## config.mk

```make
export PLATFORM = sky130hd
export DESIGN_NAME = palette_slot_upload_planner_flat
export DESIGN_NICKNAME = d
export VERILOG_FILES = /design/src/sv/psu_pkg.sv /design/src/sv/psu_stream_if.sv /design/src/sv/psu_datapath.sv /design/src/sv/psu_ctrl.sv /design/src/sv/palette_slot_upload_planner.sv /design/src/flat_wrapper.sv
export SDC_FILE = /design/constraint.sdc
export NUM_CORES = 1
export LEC_CHECK = 0
export BUFFER_PORTS_ARGS = -buffer_cell sky130_fd_sc_hd__buf_4
export CAP_MARGIN = 20
export CORE_ASPECT_RATIO = 1.1
export CORE_MARGIN = 2
export CORE_UTILIZATION = 27
export CTS_CLUSTER_DIAMETER = 80
export CTS_CLUSTER_SIZE = 20
export DETAILED_ROUTE_END_ITERATION = 7
export PLACE_DENSITY_LB_ADDON = 0.25
export SYNTH_ARGS = -nofsm -noshare
export SYNTH_HDL_FRONTEND = slang
export SYNTH_SLANG_ARGS = --single-unit
```

## constraint.sdc

```tcl
create_clock -name clk -period 1.75 [get_ports clk]
set_input_delay 0.175 -clock clk [delete_from_list [all_inputs] [get_ports clk]]
set_output_delay 0.175 -clock clk [all_outputs]
set_load 0.05 [all_outputs]
```

## src/sv/psu_pkg.sv

```systemverilog
// ----------------------------------------------------------------------------
// psu_pkg
// Shared types, codes and swizzle tables of the palette slot upload planner.
// ----------------------------------------------------------------------------
package psu_pkg;

  localparam logic [15:0] FMT_16C = 16'h0013;
  localparam logic [15:0] FMT_32E = 16'h0014;

  localparam logic [1:0] STATUS_PASS   = 2'd0;
  localparam logic [1:0] STATUS_PREP   = 2'd1;
  localparam logic [1:0] STATUS_NOSLOT = 2'd2;

  localparam logic KIND_COPY = 1'b0;
  localparam logic KIND_DONE = 1'b1;

  localparam int CFG_IDX_W  = 3;
  localparam int CFG_DATA_W = 64;

  localparam logic [CFG_IDX_W-1:0] REG_BANK0_SRC  = 3'd0;
  localparam logic [CFG_IDX_W-1:0] REG_BANK1_SRC  = 3'd1;
  localparam logic [CFG_IDX_W-1:0] REG_BANK0_IDX  = 3'd2;
  localparam logic [CFG_IDX_W-1:0] REG_BANK1_IDX  = 3'd3;
  localparam logic [CFG_IDX_W-1:0] REG_BANK0_CAP  = 3'd4;
  localparam logic [CFG_IDX_W-1:0] REG_BANK1_CAP  = 3'd5;

  localparam logic [6:0]  LEN_16C    = 7'd64;
  localparam logic [6:0]  LEN_32E    = 7'd32;
  localparam logic [63:0] ROW_STRIDE = 64'd256;
  localparam int          ROWS_16C   = 16;
  localparam int          ROWS_32E   = 2;
  localparam int          ROW_CNT_W  = 4;

  // Swizzle tables, including the neighbor bytes at negative positions.
  localparam logic [7:0] TAB13 [16] = '{
    8'h0B, 8'h0E, 8'h0F, 8'h1A, 8'h1B, 8'h1E, 8'h1F, 8'h00,
    8'h04, 8'h10, 8'h14, 8'h08, 8'h0C, 8'h18, 8'h1C, 8'h00
  };

  localparam logic [7:0] TAB14 [64] = '{
    8'h79, 8'h16, 8'h3F, 8'hBD, 8'h1B, 8'h4F, 8'hBF, 8'h00,
    8'h00, 8'h00, 8'h00, 8'h00, 8'h00, 8'h80, 8'h3F, 8'h00,
    8'h00, 8'h00, 8'h3F, 8'hAB, 8'hAA, 8'hAA, 8'h3E, 8'h00,
    8'h00, 8'h80, 8'h3E, 8'hCD, 8'hCC, 8'h4C, 8'h3E,
    8'h00, 8'h01, 8'h04, 8'h05, 8'h10, 8'h11, 8'h14, 8'h15,
    8'h02, 8'h03, 8'h06, 8'h07, 8'h12, 8'h13, 8'h16, 8'h17,
    8'h08, 8'h09, 8'h0C, 8'h0D, 8'h18, 8'h19, 8'h1C, 8'h1D,
    8'h0A, 8'h0B, 8'h0E, 8'h0F, 8'h1A, 8'h1B, 8'h1E, 8'h1F,
    8'h00
  };

  typedef struct packed {
    logic [15:0] record_format;
    logic [15:0] slot_selector;
    logic [63:0] dest_address;
    logic [15:0] home_word_in;
  } psu_in_t;

  typedef struct packed {
    logic        item_kind;
    logic [63:0] copy_dest;
    logic [63:0] copy_source;
    logic [6:0]  copy_length;
    logic [1:0]  status;
    logic [15:0] selector_out;
    logic [15:0] home_word_out;
    logic        last_item;
  } psu_out_t;

  typedef struct packed {
    logic capture;
    logic alloc;
    logic calc;
    logic load_row;
    logic load_done;
  } psu_cmd_t;

  typedef struct packed {
    logic skip_rows;
    logic last_row;
  } psu_sts_t;

endpackage

```

## src/sv/psu_stream_if.sv

```systemverilog
// ----------------------------------------------------------------------------
// psu_stream_if
// Valid/ready stream channel carrying one payload per transfer.
// ----------------------------------------------------------------------------
interface psu_stream_if #(
  parameter type payload_t = logic
);
  logic     valid;
  logic     ready;
  payload_t payload;

  modport source (output valid, output payload, input ready);
  modport sink   (input valid, input payload, output ready);
endinterface

```

## src/sv/psu_datapath.sv

```systemverilog
// ----------------------------------------------------------------------------
// psu_datapath
// Configuration registers, slot counters, address and home word arithmetic,
// and the output register.
// ----------------------------------------------------------------------------
module psu_datapath (
  input  logic                            clk,
  input  logic                            rst_n,
  input  logic                            cfg_we,
  input  logic [psu_pkg::CFG_IDX_W-1:0]   cfg_index,
  input  logic [psu_pkg::CFG_DATA_W-1:0]  cfg_wdata,
  input  psu_pkg::psu_in_t                in_data,
  input  psu_pkg::psu_cmd_t               cmd,
  output psu_pkg::psu_sts_t               sts,
  output psu_pkg::psu_out_t               out_data
);

  logic [63:0]        bank0_src_r, bank1_src_r;
  logic signed [15:0] bank0_idx_r, bank1_idx_r;
  logic [15:0]        bank0_cap_r, bank1_cap_r;
  logic [15:0]        next_slot_r [2];

  logic        pass_r, wide_r;
  logic [15:0] sel_r, home_r, ci_r, home_out_r;
  logic [63:0] dst_r, src_r;
  logic [1:0]  status_r;
  logic [psu_pkg::ROW_CNT_W-1:0] rows_left_r;
  psu_pkg::psu_out_t out_r;

  logic [15:0] cand, cap;
  logic        exhausted, alloc_ok;

  logic        negc;
  logic [15:0] magc;
  logic [63:0] dm, src_base, src_calc;

  logic        negs;
  logic [15:0] mags, qs, terms, base_v, swz;
  logic [3:0]  t13i;
  logic [5:0]  t14i;
  logic [7:0]  tab_v;
  logic [6:0]  len;

  assign cand      = next_slot_r[wide_r];
  assign cap       = wide_r ? bank1_cap_r : bank0_cap_r;
  assign exhausted = (cand >= cap);
  assign alloc_ok  = !pass_r && sel_r[15] && !exhausted;
  assign len       = wide_r ? psu_pkg::LEN_32E : psu_pkg::LEN_16C;

  assign sts.skip_rows = pass_r || (sel_r[15] && exhausted);
  assign sts.last_row  = (rows_left_r == '0);

  always_comb begin
    negc     = ci_r[15];
    magc     = negc ? (~ci_r + 16'd1) : ci_r;
    if (wide_r) begin
      dm = 64'({magc[15:3], 3'b000, magc[2:0], 5'b00000});
    end else begin
      dm = 64'({magc[15:2], 4'b0000, magc[1:0], 6'b000000});
    end
    src_base = wide_r ? bank1_src_r : bank0_src_r;
    src_calc = negc ? (src_base - dm) : (src_base + dm);
  end

  always_comb begin
    negs   = sel_r[15];
    mags   = negs ? (~sel_r + 16'd1) : sel_r;
    base_v = wide_r ? bank1_idx_r : bank0_idx_r;
    t13i   = '0;
    t14i   = '0;
    if (wide_r) begin
      qs    = {mags[15:5], 5'b00000};
      t14i  = negs ? (6'd31 - {1'b0, mags[4:0]}) : (6'd31 + {1'b0, mags[4:0]});
      tab_v = psu_pkg::TAB14[t14i];
    end else begin
      qs    = {mags[13:3], 5'b00000};
      t13i  = negs ? (4'd7 - {1'b0, mags[2:0]}) : (4'd7 + {1'b0, mags[2:0]});
      tab_v = psu_pkg::TAB13[t13i];
    end
    terms = negs ? (~qs + 16'd1) : qs;
    swz   = base_v + terms + {{8{tab_v[7]}}, tab_v};
  end

  always_ff @(posedge clk) begin
    if (!rst_n) begin
      bank0_src_r    <= '0;
      bank1_src_r    <= '0;
      bank0_idx_r    <= '0;
      bank1_idx_r    <= '0;
      bank0_cap_r    <= '0;
      bank1_cap_r    <= '0;
      next_slot_r[0] <= '0;
      next_slot_r[1] <= '0;
    end else begin
      if (cfg_we) begin
        case (cfg_index)
          psu_pkg::REG_BANK0_SRC: bank0_src_r <= cfg_wdata;
          psu_pkg::REG_BANK1_SRC: bank1_src_r <= cfg_wdata;
          psu_pkg::REG_BANK0_IDX: bank0_idx_r <= cfg_wdata[15:0];
          psu_pkg::REG_BANK1_IDX: bank1_idx_r <= cfg_wdata[15:0];
          psu_pkg::REG_BANK0_CAP: bank0_cap_r <= cfg_wdata[15:0];
          psu_pkg::REG_BANK1_CAP: bank1_cap_r <= cfg_wdata[15:0];
          default: ;
        endcase
      end
      if (cmd.alloc && alloc_ok) begin
        next_slot_r[wide_r] <= cand + 16'd1;
      end
    end
  end

  always_ff @(posedge clk) begin
    if (cmd.capture) begin
      pass_r <= (in_data.record_format != psu_pkg::FMT_16C) &&
                (in_data.record_format != psu_pkg::FMT_32E);
      wide_r <= (in_data.record_format == psu_pkg::FMT_32E);
      sel_r  <= in_data.slot_selector;
      dst_r  <= in_data.dest_address;
      home_r <= in_data.home_word_in;
    end
    if (cmd.alloc) begin
      if (pass_r) begin
        status_r   <= psu_pkg::STATUS_PASS;
        home_out_r <= home_r;
      end else if (sel_r[15]) begin
        if (exhausted) begin
          status_r   <= psu_pkg::STATUS_NOSLOT;
          home_out_r <= '0;
        end else begin
          status_r <= psu_pkg::STATUS_PREP;
          sel_r    <= cand;
          ci_r     <= cand;
        end
      end else begin
        status_r <= psu_pkg::STATUS_PREP;
        ci_r     <= home_r;
      end
    end
    if (cmd.calc) begin
      src_r       <= src_calc;
      home_out_r  <= swz;
      rows_left_r <= wide_r ? psu_pkg::ROW_CNT_W'(psu_pkg::ROWS_32E - 1)
                            : psu_pkg::ROW_CNT_W'(psu_pkg::ROWS_16C - 1);
    end
    if (cmd.load_row) begin
      out_r.item_kind     <= psu_pkg::KIND_COPY;
      out_r.copy_dest     <= dst_r;
      out_r.copy_source   <= src_r;
      out_r.copy_length   <= len;
      out_r.status        <= psu_pkg::STATUS_PREP;
      out_r.selector_out  <= '0;
      out_r.home_word_out <= '0;
      out_r.last_item     <= 1'b0;
      dst_r       <= dst_r + 64'(len);
      src_r       <= src_r + psu_pkg::ROW_STRIDE;
      rows_left_r <= rows_left_r - 1'b1;
    end
    if (cmd.load_done) begin
      out_r.item_kind     <= psu_pkg::KIND_DONE;
      out_r.copy_dest     <= '0;
      out_r.copy_source   <= '0;
      out_r.copy_length   <= '0;
      out_r.status        <= status_r;
      out_r.selector_out  <= sel_r;
      out_r.home_word_out <= home_out_r;
      out_r.last_item     <= 1'b1;
    end
  end

  assign out_data = out_r;

endmodule

```

## src/sv/psu_ctrl.sv

```systemverilog
// ----------------------------------------------------------------------------
// psu_ctrl
// Sequencer of one record: capture, slot allocation, address setup, copy
// rows and the completion item, plus the output register's valid flag.
// ----------------------------------------------------------------------------
module psu_ctrl (
  input  logic               clk,
  input  logic               rst_n,
  input  logic               in_valid,
  output logic               in_ready,
  output logic               out_valid,
  input  logic               out_ready,
  input  psu_pkg::psu_sts_t  sts,
  output psu_pkg::psu_cmd_t  cmd
);

  typedef enum logic [2:0] {
    S_IDLE,
    S_ALLOC,
    S_CALC,
    S_ROWS,
    S_DONE
  } state_t;

  state_t state_r, state_nxt;
  logic   out_valid_r, out_valid_nxt;
  logic   slot_free;

  assign in_ready  = (state_r == S_IDLE);
  assign out_valid = out_valid_r;
  assign slot_free = !out_valid_r || out_ready;

  always_comb begin
    cmd       = '0;
    state_nxt = state_r;
    unique case (state_r)
      S_IDLE: begin
        if (in_valid) begin
          cmd.capture = 1'b1;
          state_nxt   = S_ALLOC;
        end
      end
      S_ALLOC: begin
        cmd.alloc = 1'b1;
        state_nxt = sts.skip_rows ? S_DONE : S_CALC;
      end
      S_CALC: begin
        cmd.calc  = 1'b1;
        state_nxt = S_ROWS;
      end
      S_ROWS: begin
        if (slot_free) begin
          cmd.load_row = 1'b1;
          if (sts.last_row) begin
            state_nxt = S_DONE;
          end
        end
      end
      S_DONE: begin
        if (slot_free) begin
          cmd.load_done = 1'b1;
          state_nxt     = S_IDLE;
        end
      end
      default: state_nxt = S_IDLE;
    endcase
    if (cmd.load_row || cmd.load_done) begin
      out_valid_nxt = 1'b1;
    end else begin
      out_valid_nxt = out_valid_r && !out_ready;
    end
  end

  always_ff @(posedge clk) begin
    if (!rst_n) begin
      state_r     <= S_IDLE;
      out_valid_r <= 1'b0;
    end else begin
      state_r     <= state_nxt;
      out_valid_r <= out_valid_nxt;
    end
  end

  a_capture_to_alloc: assert property (@(posedge clk) disable iff (!rst_n)
    (in_valid && in_ready) |=> (state_r == S_ALLOC))
    else $error("accepted record did not move to allocation");

  a_alloc_exit: assert property (@(posedge clk) disable iff (!rst_n)
    (state_r == S_ALLOC) |=> (state_r == S_CALC || state_r == S_DONE))
    else $error("allocation step left to an unexpected state");

  a_done_loads_output: assert property (@(posedge clk) disable iff (!rst_n)
    cmd.load_done |=> (out_valid_r && state_r == S_IDLE))
    else $error("completion item not presented after load");

  a_last_row_to_done: assert property (@(posedge clk) disable iff (!rst_n)
    (cmd.load_row && sts.last_row) |=> (state_r == S_DONE))
    else $error("last copy row did not lead to completion");

endmodule

```

## src/sv/palette_slot_upload_planner.sv

```systemverilog
// ----------------------------------------------------------------------------
// palette_slot_upload_planner
// Turns one palette record into a run of copy commands and a completion item.
// A record is taken only while the sequencer is idle; the completion item of
// the previous record may still sit in the output register. A passthrough
// record or one that finds no free slot goes from capture and slot
// allocation to its completion item. A 32-entry record (format 0x14) or a
// 16-color record (format 0x13) goes through capture, slot allocation,
// address setup, then one item per cycle through the single output register
// while the output does not stall. The user writes configuration through
// cfg_we, cfg_index and cfg_wdata while the block is idle; it is not enforced.
// ----------------------------------------------------------------------------
module palette_slot_upload_planner (
  input  logic                            clk,
  input  logic                            rst_n,
  psu_stream_if.sink                      in_ch,
  psu_stream_if.source                    out_ch,
  input  logic                            cfg_we,
  input  logic [psu_pkg::CFG_IDX_W-1:0]   cfg_index,
  input  logic [psu_pkg::CFG_DATA_W-1:0]  cfg_wdata
);

  psu_pkg::psu_cmd_t cmd;
  psu_pkg::psu_sts_t sts;

  psu_ctrl u_ctrl (
    .clk       (clk),
    .rst_n     (rst_n),
    .in_valid  (in_ch.valid),
    .in_ready  (in_ch.ready),
    .out_valid (out_ch.valid),
    .out_ready (out_ch.ready),
    .sts       (sts),
    .cmd       (cmd)
  );

  psu_datapath u_datapath (
    .clk       (clk),
    .rst_n     (rst_n),
    .cfg_we    (cfg_we),
    .cfg_index (cfg_index),
    .cfg_wdata (cfg_wdata),
    .in_data   (in_ch.payload),
    .cmd       (cmd),
    .sts       (sts),
    .out_data  (out_ch.payload)
  );

endmodule
```

## src/flat_wrapper.sv

```systemverilog
// flat-port wrapper written by rule: the top's interface ports become plain ports
module palette_slot_upload_planner_flat 
  (clk, rst_n, cfg_we, cfg_index, cfg_wdata, in_ch_valid, in_ch_payload, in_ch_ready, out_ch_valid, out_ch_payload, out_ch_ready);
  psu_stream_if in_ch_i ();
  psu_stream_if out_ch_i ();
  input  logic clk;
  input  logic rst_n;
  input  logic cfg_we;
  input  logic [psu_pkg::CFG_IDX_W-1:0] cfg_index;
  input  logic [psu_pkg::CFG_DATA_W-1:0] cfg_wdata;
  input wire logic [$bits(in_ch_i.valid)-1:0] in_ch_valid;
  input wire logic [$bits(in_ch_i.payload)-1:0] in_ch_payload;
  output wire logic [$bits(in_ch_i.ready)-1:0] in_ch_ready;
  output wire logic [$bits(out_ch_i.valid)-1:0] out_ch_valid;
  output wire logic [$bits(out_ch_i.payload)-1:0] out_ch_payload;
  input wire logic [$bits(out_ch_i.ready)-1:0] out_ch_ready;
  assign in_ch_i.valid = in_ch_valid;
  assign in_ch_i.payload = in_ch_payload;
  assign in_ch_ready = in_ch_i.ready;
  assign out_ch_valid = out_ch_i.valid;
  assign out_ch_payload = out_ch_i.payload;
  assign out_ch_i.ready = out_ch_ready;
  palette_slot_upload_planner u_core (.clk(clk), .rst_n(rst_n), .in_ch(in_ch_i), .out_ch(out_ch_i), .cfg_we(cfg_we), .cfg_index(cfg_index), .cfg_wdata(cfg_wdata));
endmodule
```

==> run metrics <==
run status finished, final reports clean; area added between synthesis and finish 17.5%; routability cong. 0.641; core area 1600 um2; CP Buf/Inv Count 0; Remaining Overflow, GRT 0; most frequent cells in the layout 7 x nand2_1, 7 x buf_4, 5 x dfxtp_1; sequential-to-total area share from yosys stat 0.474; later-pin clock latency in the skew report 260 ps; Iter 0 DRT Violations 7; Post-Syn Nets 123; sequential share of power 0.469; Die X 43.5 um; input/output buffers 6; Sink Count 9; Pleak 0.207 nW; worst min-delay path class primary input to flop; Slew Limit Fails 0; CP peak stage delay 470 ps; Hold EP u_core.u_ctrl.out_valid; nets 133; Post-Place Setup Slack 348 ps; Post-DRT Antenna Nets 0; CP Data Arrival Time 1540 ps; kind of critical path flop to flop; slowest CP cell dfxtp_1; Synth Instances 49; hold depth 3; kind of cell adding the most delay to the critical path simple AND/OR/NAND/NOR gates; Clock Power Share 0.289; vias 364; critical-path cell list or3b_1 -> a21oi_2 -> nor3_2 -> mux2i_1; Clock Path Buffers 2; post-cts hold buffer count 0; Sw Share 0.320; Mapped Area 464 um2; RR Endpoint u_core.u_ctrl.state_r[0]; asr flop ratio synth 0; Cell variety after synth 22; IO Pins 76; R2R Setup Slk 350 ps; Pwr per Cell Area 1010 nW/um2; worst slew pin tran 309 ps; final hold viol count 0; ANT cells 0; Post-CTS Setup Inserts 0; P_int 0.375 mW; worst clock skew 2.29 ps; YS warnings 0; Max VDD drop 0.520 mV; Worst Reg-to-Reg Cells 4; H-tree depth 1; CTS buffer count 3; share of cells above drive strength 1 0.207; Initial Util 0.291; RSZ-0062 raised after global routing false; worst min-delay path startpoint rst_n; first-pass GRT wire length 1370 um; CP max FO 10; switching pwr 0.176 mW; vias in the first global route 318; worst r2r src u_core.u_ctrl.state_r[2]; initial antenna violation count 0; crit path launch type flop; CP endpoint kind flop; fin crit share 0.798; DRT Wirelength 758 um; worst setup margin 353 ps; post-CTS sizing 0; Die Footprint 2070 um2; TNS Setup 0 ps; Max transition margin 0.792; number of cell rows 15; combinational share of power 0.242; Mapped Avg Cell Area 9.47 um2; vias per cell 4.85; Tot Pwr 0.551 mW; Max-Cap Viols 0; min Tclk post-route 1400 ps; Initial DRT Pass Iterations 6; Max Fclk 716 MHz; Root Driver clkbuf_4; # setup viols final 0; EDFF count, synth 4; largest net degree at the start of global routing 11; die height 47.5 um; Req. time, crit path 1890 ps; WL/cell 10.1 um; total track usage 0.0939; Worst-path clk slew 60 ps; CTS tree done; synthesis-stage register bit count 9; Main synth FF type dfxtp_1; remaining routing DRC violations 0; Fill cells 169
-- stage by stage --
step,instances,utilization,hold slack (ps),instance area (um2)
2_1_floorplan,49,-,307,464
3_3_place_gp,71,0.325,466,519
3_5_place_dp,71,0.325,464,519
4_1_cts,75,0.342,179,546
5_1_grt,75,0.342,192,546
6_report,75,0.342,190,546
-- layout make-up --
class / count / area, um2 / area share
multi-input combinational: 34 / 210 / 0.385
tap: 17 / 21.3 / 0.0390
timing repair buffer: 7 / 52.6 / 0.0963
sequential: 9 / 220 / 0.404
inverter: 4 / 15.0 / 0.0275
clock buffer: 4 / 26.3 / 0.0482
-- cell usage after synthesis, types with 2 or more instances --
cell type / instances / area share
nand2_1: 7 / 0.057
nand3b_1: 2 / 0.032
nor2_1: 3 / 0.024
nor3_1: 4 / 0.043
inv_1: 4 / 0.032
xnor2_1: 2 / 0.038
o21ai_0: 2 / 0.022
mux2i_1: 2 / 0.043
edfxtp_1: 4 / 0.26
nand2b_1: 2 / 0.027
dfxtp_1: 5 / 0.22
a31oi_1: 2 / 0.027
-- worst reg2reg max path, delay by kind of cell, from the launching register on --
kind            cells  cell delay [ps]
simple gates        2              490
flops               1              470
compound gates      1              190
mux                 1              130
-- logic make-up (layout without fill, tap and decap cells) --
| group | count (synthesis) | count (layout) | synth area share |
|---|---|---|---|
| buffers and inverters | 6 | 15 | 0.0728 |
| XOR/XNOR | 2 | 2 | 0.0377 |
| AND/OR/NAND/NOR | 22 | 22 | 0.251 |
| adder cells (fa/ha/maj) | 1 | 1 | 0.0269 |
| AO/OA/AOI/OAI | 7 | 7 | 0.0943 |
| flip-flops | 9 | 9 | 0.474 |
| multiplexers | 2 | 2 | 0.0431 |
-- metal layers --
metal	global-route usage	wire length [um]	vias up
li1	-	-	191
met1	0.119	362	161
met2	0.128	337	10
met3	0.0604	48	2
met4	0.0364	9	0
met5	0	0	-
-- power by group through the flow --
stage	clock, mW	combinational [mW]	sequential [mW]
finish	0.159	0.133	0.259
CTS	0.172	0.135	0.259
detailed placement	0	0.134	0.264
global route	0.180	0.145	0.263
floorplan	0	0.131	0.251
global placement	0	0.133	0.265
-- flip-flops by register name (all words and copies together), names as in the netlist --
signal	cells
u_core.u_datapath.out_data	1
u_core.u_ctrl.out_valid	1
u_core.u_datapath.rows_left_r	4
u_core.u_ctrl.state_r	3
-- how the worst max path moves through the flow --
stage | start | endpoint | slack, ps | depth (start not counted)
CTS | u_core.u_ctrl.state_r[2] | u_core.u_ctrl.state_r[0] | 340 | 4
global route | u_core.u_ctrl.state_r[2] | u_core.u_ctrl.state_r[0] | 250 | 4
global placement | u_core.u_ctrl.state_r[2] | u_core.u_ctrl.state_r[2] | 360 | 4
detailed placement | u_core.u_ctrl.state_r[2] | u_core.u_ctrl.state_r[0] | 350 | 4
floorplan | u_core.u_ctrl.state_r[0] | in_ch_ready | 70 | 2
finish | u_core.u_ctrl.state_r[2] | u_core.u_ctrl.state_r[0] | 350 | 4
Note: power is estimated with default switching activity, not from simulation.
